[src/rtl/core/assert_macros.svh]
// Assertion macros shared by the RTL of the job scheduler.
// Needs a clock named clk and an active-low reset named arst_n in scope.
`ifndef ASSERT_MACROS_SVH
`define ASSERT_MACROS_SVH
`ifndef ASSERT_OFF
`define ASSERT_IMPLIES(label, cond, prop) \
	label: assert property (@(posedge clk) disable iff (!arst_n) (cond) |-> (prop)) \
		else $error("assertion failed");
`define ASSERT_NEVER(label, cond) \
	label: assert property (@(posedge clk) disable iff (!arst_n) !(cond)) \
		else $error("assertion failed");
`else
`define ASSERT_IMPLIES(label, cond, prop)
`define ASSERT_NEVER(label, cond)
`endif
`endif

[src/rtl/core/psjf_pkg.sv]
// Package of the job scheduler: fixed field widths and the controller states.
// No dependencies.
package psjf_pkg;
	localparam int BURST_W = 16;
	localparam int PRIO_W  = 8;
	localparam int NUM_W   = 5;
	localparam int TIME_W  = 20;
	localparam int WTOT_W  = 24;
	localparam int TTOT_W  = 25;

	typedef enum logic [6:0] {
		S_IDLE  = 7'b0000001,
		S_FETCH = 7'b0000010,
		S_LOAD  = 7'b0000100,
		S_CMP   = 7'b0001000,
		S_EMIT  = 7'b0010000,
		S_DIV   = 7'b0100000,
		S_OUT   = 7'b1000000
	} state_t;
endpackage

[src/rtl/core/psjf_if.sv]
// Handshake channels of the job scheduler: job items in, schedule items out.
// Depends on psjf_pkg for the field widths.
interface psjf_in_if;
	logic                          valid;
	logic                          ready;
	logic [psjf_pkg::BURST_W-1:0]  burst_len;
	logic [psjf_pkg::PRIO_W-1:0]   job_priority;
	logic                          batch_end;
	modport source (output valid, burst_len, job_priority, batch_end, input ready);
	modport sink (input valid, burst_len, job_priority, batch_end, output ready);
endinterface

interface psjf_out_if;
	logic                          valid;
	logic                          ready;
	logic [psjf_pkg::NUM_W-1:0]    job_number;
	logic [psjf_pkg::PRIO_W-1:0]   out_priority;
	logic [psjf_pkg::BURST_W-1:0]  out_burst;
	logic [psjf_pkg::TIME_W-1:0]   wait_time;
	logic [psjf_pkg::TIME_W-1:0]   turnaround;
	logic [psjf_pkg::TIME_W-1:0]   mean_wait;
	logic [psjf_pkg::TIME_W-1:0]   mean_turnaround;
	logic                          final_job;
	modport source (output valid, job_number, out_priority, out_burst, wait_time,
		turnaround, mean_wait, mean_turnaround, final_job, input ready);
	modport sink (input valid, job_number, out_priority, out_burst, wait_time,
		turnaround, mean_wait, mean_turnaround, final_job, output ready);
endinterface

[src/rtl/core/priority_sjf_batch_scheduler_unit.sv]
// Top level of the batch job scheduler (priority order, shorter burst on ties).
// Depends on psjf_pkg, the channels in psjf_if.sv and assert_macros.svh.
//
// Usage: job items enter on job_in, one per cycle while the block is loading.
// Each job is numbered from 1 in arrival order; jobs beyond MAX_JOBS are
// dropped. The item with batch_end set closes the batch and job_in.ready
// falls until the whole schedule has been delivered on sched_out.
// The jobs sit in one memory with a registered read. For each position j of the
// exchange sort the block fetches entry j and loads it, then for each later entry
// reads it and compares it, with a possible write-back, and finally forms the
// item. After the final item is formed, a bit-serial divider forms both means
// before that item is offered. Each scheduled item is held in the output register
// until taken, so a stalled receiver simply stops the scan.
// Reset empties the batch; the job memory itself is not cleared since only
// entries written in the current batch are ever read.
module priority_sjf_batch_scheduler_unit #(
	parameter int MAX_JOBS      = 16,
	parameter int BURST_BITS    = 16,
	parameter int PRIORITY_BITS = 8
) (
	input  logic              clk,
	input  logic              arst_n,
	psjf_in_if.sink           job_in,
	psjf_out_if.source        sched_out
);
	import psjf_pkg::*;

	localparam int IDX_W = (MAX_JOBS > 1) ? $clog2(MAX_JOBS) : 1;
	localparam int CNT_W = $clog2(MAX_JOBS + 1);
	localparam int DIV_STEPS = TTOT_W;
	localparam int DCNT_W = $clog2(DIV_STEPS + 1);

	// An entry packs the sort key (priority above burst) over the arrival number,
	// so a plain compare of the upper bits gives the key order.
	typedef struct packed {
		logic [PRIORITY_BITS-1:0] prio;
		logic [BURST_BITS-1:0]    burst;
		logic [CNT_W-1:0]         num;
	} entry_t;

	// Job memory: one write port, one registered read port.
	entry_t mem [MAX_JOBS];
	entry_t rd_q;
	logic [IDX_W-1:0] rd_addr;
	logic             wr_en;
	logic [IDX_W-1:0] wr_addr;
	entry_t           wr_data;

	state_t state_q;
	logic [CNT_W-1:0] count_q;
	logic [CNT_W-1:0] n_q;
	logic [CNT_W-1:0] j_q;
	logic [CNT_W-1:0] k_q;
	entry_t           cur_q;
	logic [TTOT_W-1:0] run_q;
	logic [WTOT_W-1:0] wtot_q;
	logic [TTOT_W-1:0] ttot_q;
	logic [TTOT_W-1:0] dw_q;
	logic [TTOT_W-1:0] dt_q;
	logic [CNT_W-1:0]  rw_q;
	logic [CNT_W-1:0]  rt_q;
	logic [DCNT_W-1:0] dcnt_q;

	logic [NUM_W-1:0]   o_num_q;
	logic [PRIO_W-1:0]  o_prio_q;
	logic [BURST_W-1:0] o_burst_q;
	logic [TIME_W-1:0]  o_wait_q;
	logic [TIME_W-1:0]  o_tat_q;
	logic [TIME_W-1:0]  o_mw_q;
	logic [TIME_W-1:0]  o_mt_q;
	logic               o_final_q;

	// Field width adaptation, through a 32-bit zero extension.
	logic [31:0] burst_in32, prio_in32, cur_burst32, cur_prio32, cur_num32;
	logic [CNT_W-1:0] k_next;
	logic [CNT_W-1:0] last_j;
	logic             accept_in, store_job, swap;
	logic [TTOT_W-1:0] t_sum;
	logic [WTOT_W-1:0] wtot_sum;
	logic [TTOT_W-1:0] ttot_sum;
	logic [CNT_W:0]   shw, sht, subw, subt;
	logic             gew, get;

	assign burst_in32  = {16'd0, job_in.burst_len};
	assign prio_in32   = {24'd0, job_in.job_priority};
	assign cur_burst32 = 32'(cur_q.burst);
	assign cur_prio32  = 32'(cur_q.prio);
	assign cur_num32   = 32'(cur_q.num);

	assign accept_in = job_in.valid && job_in.ready;
	assign store_job = accept_in && (count_q < CNT_W'(MAX_JOBS));
	assign k_next    = k_q + CNT_W'(1);
	assign last_j    = n_q - CNT_W'(1);
	// The entry at position j moves down whenever its key is strictly greater.
	assign swap      = (state_q == S_CMP) &&
		({cur_q.prio, cur_q.burst} > {rd_q.prio, rd_q.burst});

	assign t_sum    = run_q + cur_burst32[TTOT_W-1:0];
	assign wtot_sum = wtot_q + run_q[WTOT_W-1:0];
	assign ttot_sum = ttot_q + t_sum;

	// One restoring division step for each of the two means.
	assign shw  = {rw_q, dw_q[TTOT_W-1]};
	assign sht  = {rt_q, dt_q[TTOT_W-1]};
	assign gew  = shw >= {1'b0, n_q};
	assign get  = sht >= {1'b0, n_q};
	assign subw = shw - {1'b0, n_q};
	assign subt = sht - {1'b0, n_q};

	always_comb begin
		unique case (state_q)
			S_FETCH: rd_addr = j_q[IDX_W-1:0];
			S_LOAD:  rd_addr = k_q[IDX_W-1:0];
			S_CMP:   rd_addr = k_next[IDX_W-1:0];
			default: rd_addr = '0;
		endcase
	end

	always_comb begin
		wr_en   = 1'b0;
		wr_addr = count_q[IDX_W-1:0];
		wr_data.prio  = prio_in32[PRIORITY_BITS-1:0];
		wr_data.burst = burst_in32[BURST_BITS-1:0];
		wr_data.num   = count_q + CNT_W'(1);
		if (store_job) begin
			wr_en = 1'b1;
		end else if (swap) begin
			wr_en   = 1'b1;
			wr_addr = k_q[IDX_W-1:0];
			wr_data = cur_q;
		end
	end

	always_ff @(posedge clk) begin
		if (wr_en) begin
			mem[wr_addr] <= wr_data;
		end
		rd_q <= mem[rd_addr];
	end

	always_ff @(posedge clk or negedge arst_n) begin
		if (!arst_n) begin
			state_q <= S_IDLE;
			count_q <= '0;
			wtot_q  <= '0;
			ttot_q  <= '0;
		end else begin
			unique case (state_q)
				S_IDLE: begin
					if (accept_in) begin
						if (store_job) begin
							count_q <= count_q + CNT_W'(1);
						end
						if (job_in.batch_end) begin
							n_q     <= store_job ? count_q + CNT_W'(1) : count_q;
							j_q     <= '0;
							run_q   <= '0;
							wtot_q  <= '0;
							ttot_q  <= '0;
							state_q <= S_FETCH;
						end
					end
				end
				S_FETCH: begin
					k_q     <= j_q + CNT_W'(1);
					state_q <= S_LOAD;
				end
				S_LOAD: begin
					cur_q   <= rd_q;
					state_q <= (k_q < n_q) ? S_CMP : S_EMIT;
				end
				S_CMP: begin
					if (swap) begin
						cur_q <= rd_q;
					end
					k_q     <= k_next;
					state_q <= (k_next < n_q) ? S_CMP : S_EMIT;
				end
				S_EMIT: begin
					o_num_q   <= cur_num32[NUM_W-1:0];
					o_prio_q  <= cur_prio32[PRIO_W-1:0];
					o_burst_q <= cur_burst32[BURST_W-1:0];
					o_wait_q  <= run_q[TIME_W-1:0];
					o_tat_q   <= t_sum[TIME_W-1:0];
					o_mw_q    <= '0;
					o_mt_q    <= '0;
					o_final_q <= 1'b0;
					run_q     <= t_sum;
					wtot_q    <= wtot_sum;
					ttot_q    <= ttot_sum;
					if (j_q == last_j) begin
						dw_q    <= {1'b0, wtot_sum};
						dt_q    <= ttot_sum;
						rw_q    <= '0;
						rt_q    <= '0;
						dcnt_q  <= '0;
						state_q <= S_DIV;
					end else begin
						state_q <= S_OUT;
					end
				end
				S_DIV: begin
					if (dcnt_q == DCNT_W'(DIV_STEPS)) begin
						o_mw_q    <= dw_q[TIME_W-1:0];
						o_mt_q    <= dt_q[TIME_W-1:0];
						o_final_q <= 1'b1;
						state_q   <= S_OUT;
					end else begin
						rw_q   <= gew ? subw[CNT_W-1:0] : shw[CNT_W-1:0];
						rt_q   <= get ? subt[CNT_W-1:0] : sht[CNT_W-1:0];
						dw_q   <= {dw_q[TTOT_W-2:0], gew};
						dt_q   <= {dt_q[TTOT_W-2:0], get};
						dcnt_q <= dcnt_q + DCNT_W'(1);
					end
				end
				S_OUT: begin
					if (sched_out.ready) begin
						if (o_final_q) begin
							count_q <= '0;
							wtot_q  <= '0;
							ttot_q  <= '0;
							state_q <= S_IDLE;
						end else begin
							j_q     <= j_q + CNT_W'(1);
							state_q <= S_FETCH;
						end
					end
				end
				default: state_q <= S_IDLE;
			endcase
		end
	end

	assign job_in.ready              = (state_q == S_IDLE);
	assign sched_out.valid           = (state_q == S_OUT);
	assign sched_out.job_number      = o_num_q;
	assign sched_out.out_priority    = o_prio_q;
	assign sched_out.out_burst       = o_burst_q;
	assign sched_out.wait_time       = o_wait_q;
	assign sched_out.turnaround      = o_tat_q;
	assign sched_out.mean_wait       = o_mw_q;
	assign sched_out.mean_turnaround = o_mt_q;
	assign sched_out.final_job       = o_final_q;

`include "assert_macros.svh"
	`ASSERT_NEVER(a_in_out_excl, job_in.ready && sched_out.valid)
	`ASSERT_NEVER(a_count_range, count_q > CNT_W'(MAX_JOBS))
	`ASSERT_IMPLIES(a_scan_range, state_q == S_CMP, k_q < n_q && n_q != '0)
	`ASSERT_IMPLIES(a_means_final, sched_out.valid && !sched_out.final_job,
		sched_out.mean_wait == '0 && sched_out.mean_turnaround == '0)
endmodule
[src/flat_wrapper.sv]
// flat-port wrapper written by rule: the top's interface ports become plain ports
module priority_sjf_batch_scheduler_unit_flat import psjf_pkg::*;
#(
	parameter int MAX_JOBS      = 16,
	parameter int BURST_BITS    = 16,
	parameter int PRIORITY_BITS = 8
)
  (clk, arst_n, job_in_valid, job_in_burst_len, job_in_job_priority, job_in_batch_end, job_in_ready, sched_out_valid, sched_out_job_number, sched_out_out_priority, sched_out_out_burst, sched_out_wait_time, sched_out_turnaround, sched_out_mean_wait, sched_out_mean_turnaround, sched_out_final_job, sched_out_ready);
  psjf_in_if job_in_i ();
  psjf_out_if sched_out_i ();
  input  logic clk;
  input  logic arst_n;
  input wire logic [$bits(job_in_i.valid)-1:0] job_in_valid;
  input wire logic [$bits(job_in_i.burst_len)-1:0] job_in_burst_len;
  input wire logic [$bits(job_in_i.job_priority)-1:0] job_in_job_priority;
  input wire logic [$bits(job_in_i.batch_end)-1:0] job_in_batch_end;
  output wire logic [$bits(job_in_i.ready)-1:0] job_in_ready;
  output wire logic [$bits(sched_out_i.valid)-1:0] sched_out_valid;
  output wire logic [$bits(sched_out_i.job_number)-1:0] sched_out_job_number;
  output wire logic [$bits(sched_out_i.out_priority)-1:0] sched_out_out_priority;
  output wire logic [$bits(sched_out_i.out_burst)-1:0] sched_out_out_burst;
  output wire logic [$bits(sched_out_i.wait_time)-1:0] sched_out_wait_time;
  output wire logic [$bits(sched_out_i.turnaround)-1:0] sched_out_turnaround;
  output wire logic [$bits(sched_out_i.mean_wait)-1:0] sched_out_mean_wait;
  output wire logic [$bits(sched_out_i.mean_turnaround)-1:0] sched_out_mean_turnaround;
  output wire logic [$bits(sched_out_i.final_job)-1:0] sched_out_final_job;
  input wire logic [$bits(sched_out_i.ready)-1:0] sched_out_ready;
  assign job_in_i.valid = job_in_valid;
  assign job_in_i.burst_len = job_in_burst_len;
  assign job_in_i.job_priority = job_in_job_priority;
  assign job_in_i.batch_end = job_in_batch_end;
  assign job_in_ready = job_in_i.ready;
  assign sched_out_valid = sched_out_i.valid;
  assign sched_out_job_number = sched_out_i.job_number;
  assign sched_out_out_priority = sched_out_i.out_priority;
  assign sched_out_out_burst = sched_out_i.out_burst;
  assign sched_out_wait_time = sched_out_i.wait_time;
  assign sched_out_turnaround = sched_out_i.turnaround;
  assign sched_out_mean_wait = sched_out_i.mean_wait;
  assign sched_out_mean_turnaround = sched_out_i.mean_turnaround;
  assign sched_out_final_job = sched_out_i.final_job;
  assign sched_out_i.ready = sched_out_ready;
  priority_sjf_batch_scheduler_unit #(.MAX_JOBS(MAX_JOBS), .BURST_BITS(BURST_BITS), .PRIORITY_BITS(PRIORITY_BITS)) u_core (.clk(clk), .arst_n(arst_n), .job_in(job_in_i), .sched_out(sched_out_i));
endmodule
[config.mk]
export PLATFORM = sky130hd
export DESIGN_NAME = priority_sjf_batch_scheduler_unit_flat
export DESIGN_NICKNAME = d
export VERILOG_FILES = /design/src/rtl/core/psjf_pkg.sv /design/src/rtl/core/psjf_if.sv /design/src/rtl/core/priority_sjf_batch_scheduler_unit.sv /design/src/flat_wrapper.sv
export VERILOG_INCLUDE_DIRS = /design/src /design/src/rtl/core
export SDC_FILE = /design/constraint.sdc
export NUM_CORES = 1
export LEC_CHECK = 0
export CAP_MARGIN = 20
export CORE_ASPECT_RATIO = 1.5
export CORE_MARGIN = 1.5
export CORE_UTILIZATION = 58
export CTS_CLUSTER_SIZE = 40
export DETAILED_ROUTE_END_ITERATION = 8
export DONT_BUFFER_PORTS = 1
export GPL_ROUTABILITY_DRIVEN = 0
export GPL_TIMING_DRIVEN = 0
export HOLD_SLACK_MARGIN = 0.05
export PLACE_DENSITY_LB_ADDON = 0.12
export RECOVER_POWER = 25
export SYNTH_ARGS = -nofsm -noshare
export SYNTH_HDL_FRONTEND = slang
export SYNTH_SLANG_ARGS = --single-unit
[constraint.sdc]
create_clock -name clk -period 4.69 [get_ports clk]
set_input_delay 0.2345 -clock clk [delete_from_list [all_inputs] [get_ports clk]]
set_output_delay 0.2345 -clock clk [all_outputs]
set_load 0.05 [all_outputs]
## After elaboration in Yosys (flattened, before gate mapping)

Memories as Yosys holds them, arrays and structs flattened. A register that Yosys moved wholly into a read port is not among the register bits.
Index checks and enable logic that the tools add are counted.

- $add $sub $neg: 10
- Magnitude comparators: 6
- Equality and inequality tests: 18
- Muxes and demuxes: 63
- Reductions and logical operators: 20

Operators with widths:

| kind | number |
|---|---|
| $mux 25 | 8 |
| $pmux 25 s2 | 3 |
| $mux 24 | 4 |
| $mux 29 | 3 |
| $mux 5 | 16 |
| $pmux 20 s2 | 2 |
| $pmux 25 s3 | 1 |
| $pmux 24 s3 | 1 |
| $pmux 5 s2 | 6 |
| $pmux 29 s2 | 1 |
| $pmux 7 s7 | 1 |
| $mux 20 | 2 |
| $mux 7 | 5 |
| $add 25x16->25 | 1 |
| $add 25x25->25 | 1 |
| $add 24x24->24 | 1 |
| $gt 24x24->1 | 1 |
| $add 5x1->5 const B | 4 |
| $reduce_and 4->1 | 5 |
| $ge 6x5->1 | 2 |
| $pmux 4 s3 | 1 |
| $lt 5x5->1 | 2 |
| $ne 2x1->1 const B | 5 |
| $reduce_bool 2->1 | 5 |
| 23 further kinds | 36 |

- Bits in registers: 305
- Bits in writable memories: 464
- Output and inout bits: 112
- Memories: 1

Memories:

| name | depth | width | read ports | clocked after Yosys merged registers in | wr ports | line | text |
|---|---|---|---|---|---|---|---|
| u_core.mem | 16 | 29 | 1 | 1 | 1 | priority_sjf_batch_scheduler_unit.sv:42 | `entry_t mem [MAX_JOBS];` |

## Logic depth before layout (Yosys ltp)

- Word-level depth: 6
- Gate-level depth with buffers: 21
- Gate-level depth less buffers: 21

## Least setup slack after synthesis

OpenSTA, ideal clock, no wires.

- Path kind: register to register
- Start: reg u_core.state_q[1]
- End: mem u_core.mem[14][0] (netlist bit) (enable)
- Data arrival time: 4.274 ns
- Data required time: 4.231 ns
- Setup slack: -0.043 ns
- Stages on the path, launching flop included: 11
- Path buffers: 2
- Clock period less this slack: 4.733 ns
- Path through: dfrtp_1 or3_4 nor3_2 nand3b_2 clkinv_2 and2_2 nand2b_1 buf_2 and2_1 clkbuf_1 o31ai_1

- Cells in the longest elaborated chain, start to end: 6
- Elaborated cells between the ends (all ways): 11
- Classes of those cells: eq/ne (2); mux (6); reduce/logical (3)

RTL lines:

| what | line | text |
|---|---|---|
| from (decl) | priority_sjf_batch_scheduler_unit.sv:49 | `state_t state_q;` |
| from (signal assigned) | priority_sjf_batch_scheduler_unit.sv:170 | `state_q <= (k_q < n_q) ? S_CMP : S_EMIT;` |
| from (signal assigned) | priority_sjf_batch_scheduler_unit.sv:177 | `state_q <= (k_next < n_q) ? S_CMP : S_EMIT;` |
| $eq 7x1->1 * | priority_sjf_batch_scheduler_unit.sv:234 | `assign job_in.ready = (state_q == S_IDLE);` |
| named net job_in_ready | flat_wrapper.sv:17 | `output wire logic [$bits(job_in_i.ready)-1:0] job_in_ready;` |
| $logic_and 1x1->1 * | priority_sjf_batch_scheduler_unit.sv:90 | `assign accept_in = job_in.valid && job_in.ready;` |
| $logic_and 1x1->1 * | priority_sjf_batch_scheduler_unit.sv:91 | `assign store_job = accept_in && (count_q < CNT_W'(MAX_JOBS));` |
| $mux 1 | priority_sjf_batch_scheduler_unit.sv:125 | `if (store_job) begin` |
| $mux 1 | priority_sjf_batch_scheduler_unit.sv:135 | `if (wr_en) begin` |
| $mux 1 (implied by the code) | priority_sjf_batch_scheduler_unit.sv:136 | `mem[wr_addr] <= wr_data;` |
| to (decl) | priority_sjf_batch_scheduler_unit.sv:42 |  |

The timed path passes the listed nets; every way through them passes the cells marked *.

## Final worst setup path

- Start: reg u_core.cur_q, in the netlist u_core.cur_burst32[1]
- End: reg u_core.dt_q[24] (data pin)

- Cells in the longest elaborated chain, start to end: 4

RTL lines:

| what | line | text |
|---|---|---|
| from (decl) | priority_sjf_batch_scheduler_unit.sv:54 | `entry_t cur_q;` |
| from (signal assigned) | priority_sjf_batch_scheduler_unit.sv:169 | `cur_q <= rd_q;` |
| from (signal assigned) | priority_sjf_batch_scheduler_unit.sv:174 | `cur_q <= rd_q;` |
| $add 25x16->25 | priority_sjf_batch_scheduler_unit.sv:98 | `assign t_sum = run_q + cur_burst32[TTOT_W-1:0];` |
| named net u_core.t_sum[17] | priority_sjf_batch_scheduler_unit.sv:78 | `logic [TTOT_W-1:0] t_sum;` |
| $add 25x25->25 | priority_sjf_batch_scheduler_unit.sv:100 | `assign ttot_sum = ttot_q + t_sum;` |
| $mux 25 | priority_sjf_batch_scheduler_unit.sv:191 | `if (j_q == last_j) begin` |
| $pmux 25 s2 | priority_sjf_batch_scheduler_unit.sv:148 | `unique case (state_q)` |
| to (signal assigned) | priority_sjf_batch_scheduler_unit.sv:193 | `dt_q <= ttot_sum;` |
| to (signal assigned) | priority_sjf_batch_scheduler_unit.sv:212 | `dt_q <= {dt_q[TTOT_W-2:0], get};` |
| to (decl) | priority_sjf_batch_scheduler_unit.sv:59 | `logic [TTOT_W-1:0] dt_q;` |

The timed path passes the listed nets, and every way through them passes these cells. The select of a mux whose other input is x is not followed.
A chain may end at the register's enable or synchronous reset.

==> results.json <==
{
  "required_ns": 5.02,
  "start_kind": "flop",
  "r2r-start": "u_core.cur_burst32[1]",
  "finalHoldViolCount": 0,
  "htreeDepth": 3,
  "synthArstFlopShare_pct": 7.64,
  "cts-buffers-inserted": 73,
  "grt_pass1_wl_mm": 146,
  "drive_gt1_share_pct": 11.7,
  "fp-row-count": 110,
  "rrSetupSlack_ns": -0.12,
  "ir_worst_vdd_mv": 0.320,
  "synth_compound_area_share_pct": 13.2,
  "grt_max_degree": 67,
  "ys_ff_latch": 798,
  "worstMarginPinSlew_ns": 1.09,
  "num_vias": 23600,
  "whs_ns": 0.0808,
  "start_util_pct": 58.5,
  "gr-total-overflow": 0,
  "reg2regPathDepth": 20,
  "clock_latency_ns": 0.64,
  "synth.largest_area_cell": "edfxtp_1",
  "rsz0062_at_grt": "yes",
  "min_period_ns": 4.81,
  "netlist.area_leader.share_pct": 60.5,
  "dr.pass1.iters": 5,
  "dp.cells": 3449,
  "clk_pin_slew_worst_paths_ns": 0.06,
  "drc": 0,
  "status": "finished with violations",
  "ant_nets": 0,
  "max_freq_ghz": 0.208,
  "synth_fp_nets": 2787,
  "cts-root-buf": "clkbuf_16",
  "drt-wirelength-per-cell_um": 27.2,
  "antenna_found_initial": 4,
  "synth_cell_type_count": 84,
  "dp_slack_ns": -0.773,
  "slew_headroom_pct": 26.7,
  "holdPathStages": 1,
  "io_pins": 141,
  "core_um2": 60000,
  "grt_pass1_vias": 24200,
  "die_area_um2": 62100,
  "finalWorstSetupSlack_ns": -0.123,
  "vias_per_cell": 6.50,
  "p_leak_nw": 14.5,
  "setup.worst_path.end_class": "flop",
  "critPathArrivalTime_ns": 5.14,
  "hold_class": "in2reg",
  "synth_edf_count": 708,
  "power_density_nw_per_um2": 419,
  "cts_tree": "done",
  "syn_area_per_cell_um2": 13.3,
  "failed_checks": "setup timing",
  "drt_iter0_markers": 1846,
  "die_h_um": 304,
  "synthMuxAreaShare_pct": 0.976,
  "yosys.cell_count.top_type": "edfxtp_1",
  "area_delta_synth_final_pct": 13.7,
  "rr_endpoint": "u_core.dt_q[24]",
  "numPortBuffers": 0,
  "fin_skew_ns": 0.0297,
  "timing.final.crit_share_pct": 103,
  "instances_no_fill": 3637,
  "slew_viol_final": 0,
  "worstHoldEndpoint": "u_core.sched_out.mean_turnaround[19]",
  "worstHoldStart": "arst_n",
  "critPathMaxFanout": 4,
  "yosys-top-cells-count": "708 x edfxtp_1, 321 x nand2_1, 154 x a211oi_1",
  "grt_usage_pct": 31.8,
  "synthTopCellsByArea": "edfxtp_1 61%, dfrtp_1 4.3%, ha_1 4.0%",
  "hpwl_mm": 70.3,
  "p_total_mw": 16.7,
  "yosys.area_share.simple_pct": 10.3,
  "ys.flop_type": "edfxtp_1",
  "cts.sinks": 798,
  "cap_viol_max_count": 0,
  "drt-total-wl_mm": 98.9,
  "synth_top_family_by_area": "compound AO/OA/AOI/OAI gates",
  "syn_inst": 2642,
  "setup_viol": 4,
  "syn_area_um2": 35100,
  "worst-setup-path-type": "reg2reg",
  "fp.dieW_um": 204,
  "final_nets": 2934,
  "clock_path_buffers": 3,
  "synth_adder_area_share_pct": 4.24,
  "synth_xor_area_share_pct": 2.26,
  "ys_seq_area_share_pct": 66.5,
  "synth_warnings": 0
}
[registers in the layout, indices dropped and copies added (netlist names), 7 cells and up]
signal                            count
u_core.run_q                         25
u_core.state_q                        7
u_core.sched_out.turnaround          20
u_core.sched_out.out_burst           16
u_core.rd_q                          29
u_core.sched_out.wait_time           20
u_core.sched_out.mean_turnaround     20
u_core.dt_q                          25
u_core.cur_burst32                   16
u_core.wtot_q                        24
u_core.sched_out.out_priority         8
u_core.sched_out.mean_wait           20
u_core.cur_prio32                     8
u_core.ttot_q                        25
u_core.dw_q                          25
u_core.mem                          464
[power by group]
group | internal [mW] | leakage (nW) | switching, mW
logic | 0.804 | 5.82 | 1.63
clock network | 3.35 | 1.17 | 2.66
registers | 8.14 | 7.53 | 0.150
total | 12.3 | 14.5 | 4.45
[metrics by stage]
step                      setup TNS (ns)  area (um2)  utilization, %
after floorplan                        0       35100               -
after global placement           -783.45       36100            60.2
after detailed placement           -5.89       36800            61.4
after CTS                              0       39700            66.2
after global routing               -1.13       40000            66.6
final                             -0.301       40000            66.6
[layout by cell type (no fill, tap or decap), drive strengths merged, types with 30 or more instances in the layout]
cell type    n
a211oi     155
a21o        63
a21oi      145
a22o        38
a311oi      59
a31oi       66
and2        73
and3       132
buf        103
clkbuf     205
dfrtp       60
edfxtp     708
ha         111
inv         60
nand2      324
nand3       30
nor2        69
o21ai       73
xnor2       57
xor2        31
[final cells by class]
cell class | instances | area (um2)
Fill cell | 4272 | 20000
Timing Repair Buffer | 73 | 930
Buffer | 154 | 677
Clock buffer | 93 | 1940
Inverter | 57 | 215
Multi-Input combinational cell | 1632 | 11400
Clock inverter | 42 | 440
Antenna cell | 4 | 10.0
Sequential cell | 798 | 23400
Tap cell | 784 | 981
[cell families (layout without fill, tap and decap cells)]
family,after synthesis,in the layout
xor+xnor,89,89
fa+ha+maj,116,116
compound gates,674,674
simple gates,722,722
flops,798,798
mux,31,31
other cells,0,4
buf+inv,212,419
[worst max-delay path, cell delays in order (launching register included)]
cell and delay [ns]:
edfxtp_1 0.46, ha_1 0.31, a21o_1 0.12, a21oi_2 0.08, o21ai_1 0.16, o211ai_1 0.11, buf_4 0.18, o31a_1 0.35
a21oi_4 0.25, a41oi_2 0.18, xnor2_2 0.30, ha_4 0.26, a21o_1 0.17, a21oi_2 0.17, nor2_2 0.06, o41ai_2 0.34
nand3b_1 0.15, o221a_4 0.26, xor3_2 0.30, xnor2_2 0.20, a21oi_2 0.10
[what timing repair did]
action                                 in CTS  in global routing
pin swaps                                  12                 24
resized for setup                          35                 24
hold buffers                               13                  0
setup endpoints to repair                  16                 44
endpoints found under the hold margin     181                  0
buffers inserted                           20                 17
[routing by layer]
layer	vias to the layer above	global-route usage [%]	routed length [um]	share of wire (%)
li1	10400	-	-	-
met1	11600	34.6	33700	34
met2	1247	58.1	52900	54
met3	346	3.75	5980	6.0
met4	0	20.4	6320	6.4
met5	-	0	0	0
[worst max path at each step]
stage,cells after the start,end,start
final,20,u_core.dt_q[24],u_core.cur_burst32[1]
after global placement,9,u_core.mem[3][18],u_core.cur_prio32[7]
after floorplan,19,u_core.dt_q[24],u_core.run_q[1]
after detailed placement,20,u_core.dt_q[23],u_core.cur_burst32[0]
after global routing,22,u_core.ttot_q[23],u_core.cur_burst32[1]
after CTS,18,u_core.dt_q[22],u_core.cur_burst32[6]
Note: power is estimated with default switching activity, not from simulation.
